File: src/sv/ccv_pkg.sv
`timescale 1ns / 1ps
// ----------------------------------------------------------------------------
// ccv_pkg
// Types, constants and the byte-wide CRC-16/CCITT-FALSE update shared by the
// container CRC validator.
// ----------------------------------------------------------------------------
package ccv_pkg;

	localparam int unsigned HDR_BASE  = 5;
	localparam logic [15:0] CRC_INIT  = 16'hFFFF;
	localparam logic [15:0] CRC_POLY  = 16'h1021;

	typedef struct packed {
		logic        frame_ok;
		logic [15:0] computed_crc;
		logic [15:0] stored_crc;
	} ccv_result_t;

	// advance the CRC by one byte, MSB first
	function automatic logic [15:0] crc_feed(input logic [15:0] crc, input logic [7:0] b);
		logic [15:0] c;
		c = crc ^ {b, 8'h00};
		for (int k = 0; k < 8; k++) begin
			if (c[15]) begin
				c = {c[14:0], 1'b0} ^ CRC_POLY;
			end else begin
				c = {c[14:0], 1'b0};
			end
		end
		return c;
	endfunction

endpackage

File: src/sv/ccv_frame.sv
`timescale 1ns / 1ps
// ----------------------------------------------------------------------------
// ccv_frame
// Frame state: stored checksum capture, running CRC and saturating byte
// count. Produces the result for the word being absorbed.
// ----------------------------------------------------------------------------
module ccv_frame import ccv_pkg::*; #(
	parameter int unsigned PAD_BYTES = 3
) (
	input  logic        clk,
	input  logic        arst_n,
	input  logic        step,
	input  logic [7:0]  data_byte,
	input  logic        last_byte,
	output ccv_result_t result
);

	localparam int unsigned HEADER_SIZE = HDR_BASE + PAD_BYTES;
	localparam int unsigned CNT_W       = $clog2(HEADER_SIZE + 1);
	localparam logic [CNT_W-1:0] HDR_CNT = CNT_W'(HEADER_SIZE);

	logic [15:0]      crc_q;
	logic [15:0]      cap_q;
	logic [CNT_W-1:0] cnt_q;

	logic [15:0]      crc_d;
	logic [15:0]      cap_d;
	logic [CNT_W-1:0] cnt_d;

	always_comb begin
		crc_d = crc_q;
		cap_d = cap_q;
		if (cnt_q == '0) begin
			cap_d = {cap_q[15:8], data_byte};
		end else if (cnt_q == CNT_W'(1)) begin
			cap_d = {data_byte, cap_q[7:0]};
		end else begin
			crc_d = crc_feed(crc_q, data_byte);
		end
		cnt_d = (cnt_q < HDR_CNT) ? cnt_q + CNT_W'(1) : cnt_q;
	end

	assign result.frame_ok     = (cnt_d >= HDR_CNT) && (crc_d == cap_d);
	assign result.computed_crc = crc_d;
	assign result.stored_crc   = cap_d;

	always_ff @(posedge clk or negedge arst_n) begin
		if (!arst_n) begin
			crc_q <= CRC_INIT;
			cap_q <= '0;
			cnt_q <= '0;
		end else if (step) begin
			if (last_byte) begin
				crc_q <= CRC_INIT;
				cap_q <= '0;
				cnt_q <= '0;
			end else begin
				crc_q <= crc_d;
				cap_q <= cap_d;
				cnt_q <= cnt_d;
			end
		end
	end

endmodule

File: src/sv/container_crc16_validator_top.sv
`timescale 1ns / 1ps
// An accepted last word is held in byte_s1/last_s1, then its result is registered in res_q.
// Throughput: one word per cycle; a word that is not last is absorbed even while
// a result waits, and a last word moves on as soon as the result register is free.
// Reset: arst_n clears the frame state (CRC to 0xFFFF, checksum and count to zero)
// and all valid flags; the frame state also returns to reset after every last word.
// ----------------------------------------------------------------------------
// container_crc16_validator_top
// Container frame checker: captures the little-endian stored CRC, runs
// CRC-16/CCITT-FALSE over the remaining bytes and reports the comparison.
// ----------------------------------------------------------------------------
module container_crc16_validator_top import ccv_pkg::*; #(
	parameter int unsigned PAD_BYTES = 3
) (
	input  logic        clk,
	input  logic        arst_n,
	input  logic        in_valid,
	output logic        in_stall,
	input  logic [7:0]  data_byte,
	input  logic        last_byte,
	output logic        out_valid,
	input  logic        out_stall,
	output logic        frame_ok,
	output logic [15:0] computed_crc,
	output logic [15:0] stored_crc
);

	logic        valid_s1;
	logic [7:0]  byte_s1;
	logic        last_s1;
	logic        out_free;
	logic        move_s1;
	ccv_result_t res;
	ccv_result_t res_q;
	logic        out_valid_q;

	assign out_free = !out_valid_q || !out_stall;
	assign move_s1  = valid_s1 && (!last_s1 || out_free);
	assign in_stall = valid_s1 && !move_s1;

	always_ff @(posedge clk or negedge arst_n) begin
		if (!arst_n) begin
			valid_s1 <= 1'b0;
		end else if (!in_stall) begin
			valid_s1 <= in_valid;
		end
	end

	always_ff @(posedge clk) begin
		if (!in_stall && in_valid) begin
			byte_s1 <= data_byte;
			last_s1 <= last_byte;
		end
	end

	ccv_frame #(
		.PAD_BYTES(PAD_BYTES)
	) u_frame (
		.clk      (clk),
		.arst_n   (arst_n),
		.step     (move_s1),
		.data_byte(byte_s1),
		.last_byte(last_s1),
		.result   (res)
	);

	always_ff @(posedge clk or negedge arst_n) begin
		if (!arst_n) begin
			out_valid_q <= 1'b0;
		end else if (out_free) begin
			out_valid_q <= move_s1 && last_s1;
		end
	end

	always_ff @(posedge clk) begin
		if (move_s1 && last_s1) begin
			res_q <= res;
		end
	end

	assign out_valid    = out_valid_q;
	assign frame_ok     = res_q.frame_ok;
	assign computed_crc = res_q.computed_crc;
	assign stored_crc   = res_q.stored_crc;

	a_stall_only_last: assert property (@(posedge clk) disable iff (!arst_n)
		in_stall |-> (valid_s1 && last_s1 && out_valid_q && out_stall))
		else $error("input stalled without a blocked last word");

	a_result_held: assert property (@(posedge clk) disable iff (!arst_n)
		(out_valid_q && out_stall) |=> (out_valid_q && $stable(res_q)))
		else $error("waiting result word overwritten or dropped");

	a_ok_match: assert property (@(posedge clk) disable iff (!arst_n)
		(out_valid_q && res_q.frame_ok) |-> (res_q.computed_crc == res_q.stored_crc))
		else $error("frame_ok set with mismatching CRCs");

endmodule

File: config.mk
export PLATFORM = sky130hd
export DESIGN_NAME = container_crc16_validator_top
export DESIGN_NICKNAME = d
export VERILOG_FILES = /design/src/sv/ccv_pkg.sv /design/src/sv/ccv_frame.sv /design/src/sv/container_crc16_validator_top.sv
export SDC_FILE = /design/constraint.sdc
export NUM_CORES = 1
export LEC_CHECK = 0
export BUFFER_PORTS_ARGS = -buffer_cell sky130_fd_sc_hd__buf_2
export CAP_MARGIN = 0
export CELL_PAD_IN_SITES_DETAIL_PLACEMENT = 0
export CELL_PAD_IN_SITES_GLOBAL_PLACEMENT = 1
export CORE_MARGIN = 1
export CORE_UTILIZATION = 42
export DETAILED_ROUTE_END_ITERATION = 12
export GPL_TIMING_DRIVEN = 0
export PLACE_DENSITY = 0.73
export SYNTH_ARGS = -nofsm -noshare
export SYNTH_HDL_FRONTEND = slang
export SYNTH_SLANG_ARGS = --single-unit
export TNS_END_PERCENT = 20
File: constraint.sdc
create_clock -name clk -period 2.6 [get_ports clk]
set_input_delay 0.39 -clock clk [delete_from_list [all_inputs] [get_ports clk]]
set_output_delay 0.39 -clock clk [all_outputs]
set_load 0.05 [all_outputs]
=== Word-level counts from Yosys, hierarchy flattened ===
Index checks and enable logic that the tools add are counted.

* Output and inout bits: 35
* Register bits: 80

* Muxes and demuxes: 30
* Bitwise operators: 9
* Order comparisons: 2
* Eq/ne operators: 2
* Reduce and logical (&&, ||, !) cells: 13
* Add/subtract/negate cells: 1

{| class="wikitable"
|+ Operators with widths
! kind !! number
|-
| $mux 16 || 20
|-
| $mux 13 || 8
|-
| $not 3->3 || 8
|-
| $eq 16x16->1 || 1
|-
| $xor 16x16->16 || 1
|-
| $mux 4 || 2
|-
| $logic_and 1x1->1 || 5
|-
| $logic_not 1->1 || 5
|-
| $add 4x1->4 const B || 1
|-
| $eq 4x1->1 const B || 1
|-
| $ge 4x4->1 const B || 1
|-
| $logic_not 4->1 || 1
|-
| $lt 4x4->1 const B || 1
|-
| $logic_or 1x1->1 || 2
|}

=== Longest topological paths before layout ===
* Depth after elaboration: 35
* Depth in mapped cells: 11
* Mapped depth without buffers: 9

=== Hierarchy ===
A second synthesis with hierarchy kept.

* Cells, all modules: 325
* Area total of the unflattened synthesis: 3744.8 µm²

{| class="wikitable"
|+ Modules (own cells, without submodules)
! module !! times used !! cells an instance !! area an instance (µm²)
|-
| ccv_frame || 1 || 271 || 2378.5
|-
| container_crc16_validator_top || 1 || 54 || 1366.3
|}

=== Worst setup path before layout ===
OpenSTA, ideal clock, no wires.

* Path kind: reg-to-reg
* Start point: reg u_frame.cnt_q[1]
* End point: reg res_q (netlist bit frame_ok), data pin
* Data required time: 2.430 ns
* Period minus slack after synthesis: 2.550 ns
* Path buffers: 1
* Data arrival time: 2.380 ns
* Slack: 0.050 ns
* Cell stages (with the launch flop): 9
* Path through: dfrtp_1 > inv_1 > ha_1 > nor3b_1 > buf_1 > mux2_2 > xor2_1 > or4_1 > nor4_2

{| class="wikitable"
|+ RTL lines
! item !! RTL line !! RTL
|-
| from (decl) || ccv_frame.sv:24 || <nowiki>logic [CNT_W-1:0] cnt_q;</nowiki>
|-
| from (signal assigned) || ccv_frame.sv:60 || <nowiki>cnt_q <= cnt_d;</nowiki>
|-
| to (signal assigned) || container_crc16_validator_top.sv:77 || <nowiki>res_q <= res;</nowiki>
|-
| to (decl) || container_crc16_validator_top.sv:34 || <nowiki>ccv_result_t res_q;</nowiki>
|}

==> metrics.csv <==
metric,value,unit
via_per_inst,5.083,
stdcell_count,503,
htree_num_levels,3,
critPathRequiredTime,2780,ps
worst_pin_slew,913.0,ps
clk_latency,350,ps
vias,2557,
fmax,375.6,MHz
status,finished with violations,
routedWlPerCell,16.84,µm
syn_nets,335,
max-slew-margin-rel,39.14,%
post_dp_cell_area,0.004129,mm²
p_leak,1.909,nW
post-route-period-util,102.4,%
violations,setup timing,
cp-end-kind,register,
min-delay-path-class,in -> async,
fp.dieW,96.59,µm
final_area,0.004567,mm²
grt_pass1_vias,2488,
cts_sinks,80,
slew_violations,0,
cts_root_buf,clkbuf_8,
ir_drop,0.4478,mV
fin_tns_setup,-62.40,ps
grt_antenna_before_repair,0,
grt_pass1_wl,13.07,mm
period_needed,2662,ps
finalHoldViolCount,0,
portBuffers,47,
syn_inst,319,
synthArstFlopShare,47.50,%
coreArea,0.008678,mm²
grt_usage,19.96,%
avgSynthCellArea,11.78,µm²
yosysSeqAreaShare,59.41,%
dp.cells,474,
tritoncts,yes,
place_ws,-528.4,ps
ys_types,42,
nNetsFinal,406,
row_count,34,
cts_buffers,9,
arrival,2840,ps
reg2regPathDepth,8,
powerDensity,1219,mW/mm²
post-route-drc-count,0,
cts-hold-fix-buffers,0,
area_growth,21.55,%
fin_ws,-62.40,ps
ys_ff_latch,80,
grt-ovfl-total,0,
total_power,5.566,mW
drv_cap,0,
diodes,0,
path_class,reg -> reg,
pin_count,48,
synth_edf_count,42,
drive_above_1_share,30.89,%
antenna_left,0,
wl,8.471,mm
setup_violations,1,
initial_core_util,43.30,%
fillers,807,
critPathMaxFanout,8,
grt_max_degree,39,
synth_ff_type,edfxtp_1,
worstSetupStartpointType,register,
path_clk_slew,80,ps
die_h,96.59,µm
dieArea,0.009329,mm²
drt-initial-drc-count,92,
netlist_area,0.003757,mm²
firstDrtPassIters,4,
yosys_warnings,0,
place_congestion,0.8166,
rsz0062_at_grt,yes,
hpwlAfterDp,5.585,mm
cts_buffer_depth,2,
skew,5.740,ps
rrSetupSlack,-60,ps
[cells by family after synthesis]
group / after synthesis / share of synthesized area, %
fa+ha+maj: 3 / 0.9991
xor+xnor: 48 / 11.59
flops: 80 / 59.41
simple gates: 67 / 8.458
buf+inv: 41 / 4.329
compound gates: 62 / 10.32
mux: 18 / 4.895
[repair_timing]
item | in CTS | in global routing
endpoints found under the setup margin | 1 | 1
gates resized for setup | 24 | 14
pin swaps | 3 | 5
setup buffers | 7 | 6
[cell usage in the layout, fill, tap and decap left out, drive strengths merged, types with 3 or more instances in the layout]
| cell type | n |
|---|---|
| buf | 66 |
| edfxtp | 42 |
| xnor2 | 36 |
| o21ai | 30 |
| nand2 | 28 |
| inv | 25 |
| dfrtp | 22 |
| clkbuf | 22 |
| nor2 | 17 |
| dfstp | 16 |
| mux2i | 15 |
| a21oi | 13 |
| xor2 | 12 |
| o22a | 7 |
| nand3 | 4 |
| nand4 | 4 |
| a22o | 3 |
| mux2 | 3 |
| nand2b | 3 |
| nor3 | 3 |
| ha | 3 |
[critical path: stages, from the launching register on]
cell and delay, ps:
dfrtp_1 400, inv_2 100, ha_2 190, nor3b_1 230, buf_4 240, mux2_4 330, xor2_1 170, or4_4 560
nor4_4 270
[worst paths after layout]
kind | from | endpoint
setup / recovery | u_frame.cnt_q[1]$_DFFE_PN0P_ | frame_ok$_DFFE_PP_
hold / removal | arst_n | u_frame.cap_q[10]$_DFFE_PN0P_
setup reg to reg | u_frame.cnt_q[1]$_DFFE_PN0P_ | frame_ok$_DFFE_PP_
hold reg to reg | u_frame.crc_q[5]$_DFFE_PN1P_ | u_frame.crc_q[5]$_DFFE_PN1P_
max in group asynchronous | arst_n | u_frame.cnt_q[0]$_DFFE_PN0P_
min in group clk | data_byte[2] | byte_s1[2]$_DFFE_PP_
[report_power, final]
group / total, mW / switching, mW / internal [mW] / leakage [nW]
clock: 1.00 / 0.439 / 0.562 / 0.106
sequential: 1.96 / 0.175 / 1.79 / 0.856
combinational: 2.60 / 1.59 / 1.02 / 0.948
[layer usage]
layer | wire [µm] | global-route usage (%)
met3 | 421 | 3.678
met2 | 4014 | 32.39
met1 | 3878 | 26.35
met4 | 157 | 8.088
met5 | 0 | 0
[flip-flops by register name, indices dropped and copies added, names as in the netlist]
name	count
byte_s1	8
computed_crc	16
last_s1	1
u_frame.crc_q	16
valid_s1	1
stored_crc	16
frame_ok	1
out_valid	1
u_frame.cap_q	16
u_frame.cnt_q	4
[cells in the mapped netlist, types with 2 or more instances]
cell type	number	area, µm²
o21ai_0	30	150.1
xnor2_1	34	297.8
inv_1	25	93.84
mux2i_1	15	150.1
nand2_1	28	105.1
buf_2	4	20.02
ha_1	3	37.54
mux2_2	3	33.78
nor2_1	17	63.81
nor3_1	2	10.01
and3_1	2	12.51
a21oi_1	11	55.05
xnor2_2	2	32.53
o31ai_1	2	15.01
dfrtp_1	22	550.5
and2_1	2	12.51
a22o_1	3	26.28
o22a_1	6	52.55
nand4_1	4	25.02
nand3_1	4	20.02
xor2_1	12	105.1
dfstp_2	16	420.4
edfxtp_1	42	1261
clkbuf_1	10	37.54
nand2b_1	3	18.77
[through the flow]
stage                     utilization [%]  hold WS (ps)
after floorplan                         -         94.41
after global placement              47.56         460.7
after detailed placement            47.58         469.5
after CTS                           51.40         187.9
after global routing                52.62         184.5
final                               52.62         164.7
[area by class of cell]
cell class,count,area [µm²],share of cell area [%]
clock buffer,12,145.1,3.178
buffer,16,83.83,1.836
sequential,80,2233,48.90
clock inverter,4,67.56,1.479
tap,108,135.1,2.959
timing repair buffer,60,340.3,7.452
inverter,25,93.84,2.055
multi-input combinational,198,1468,32.14
No activity file was read; power rests on OpenSTA's default activity.
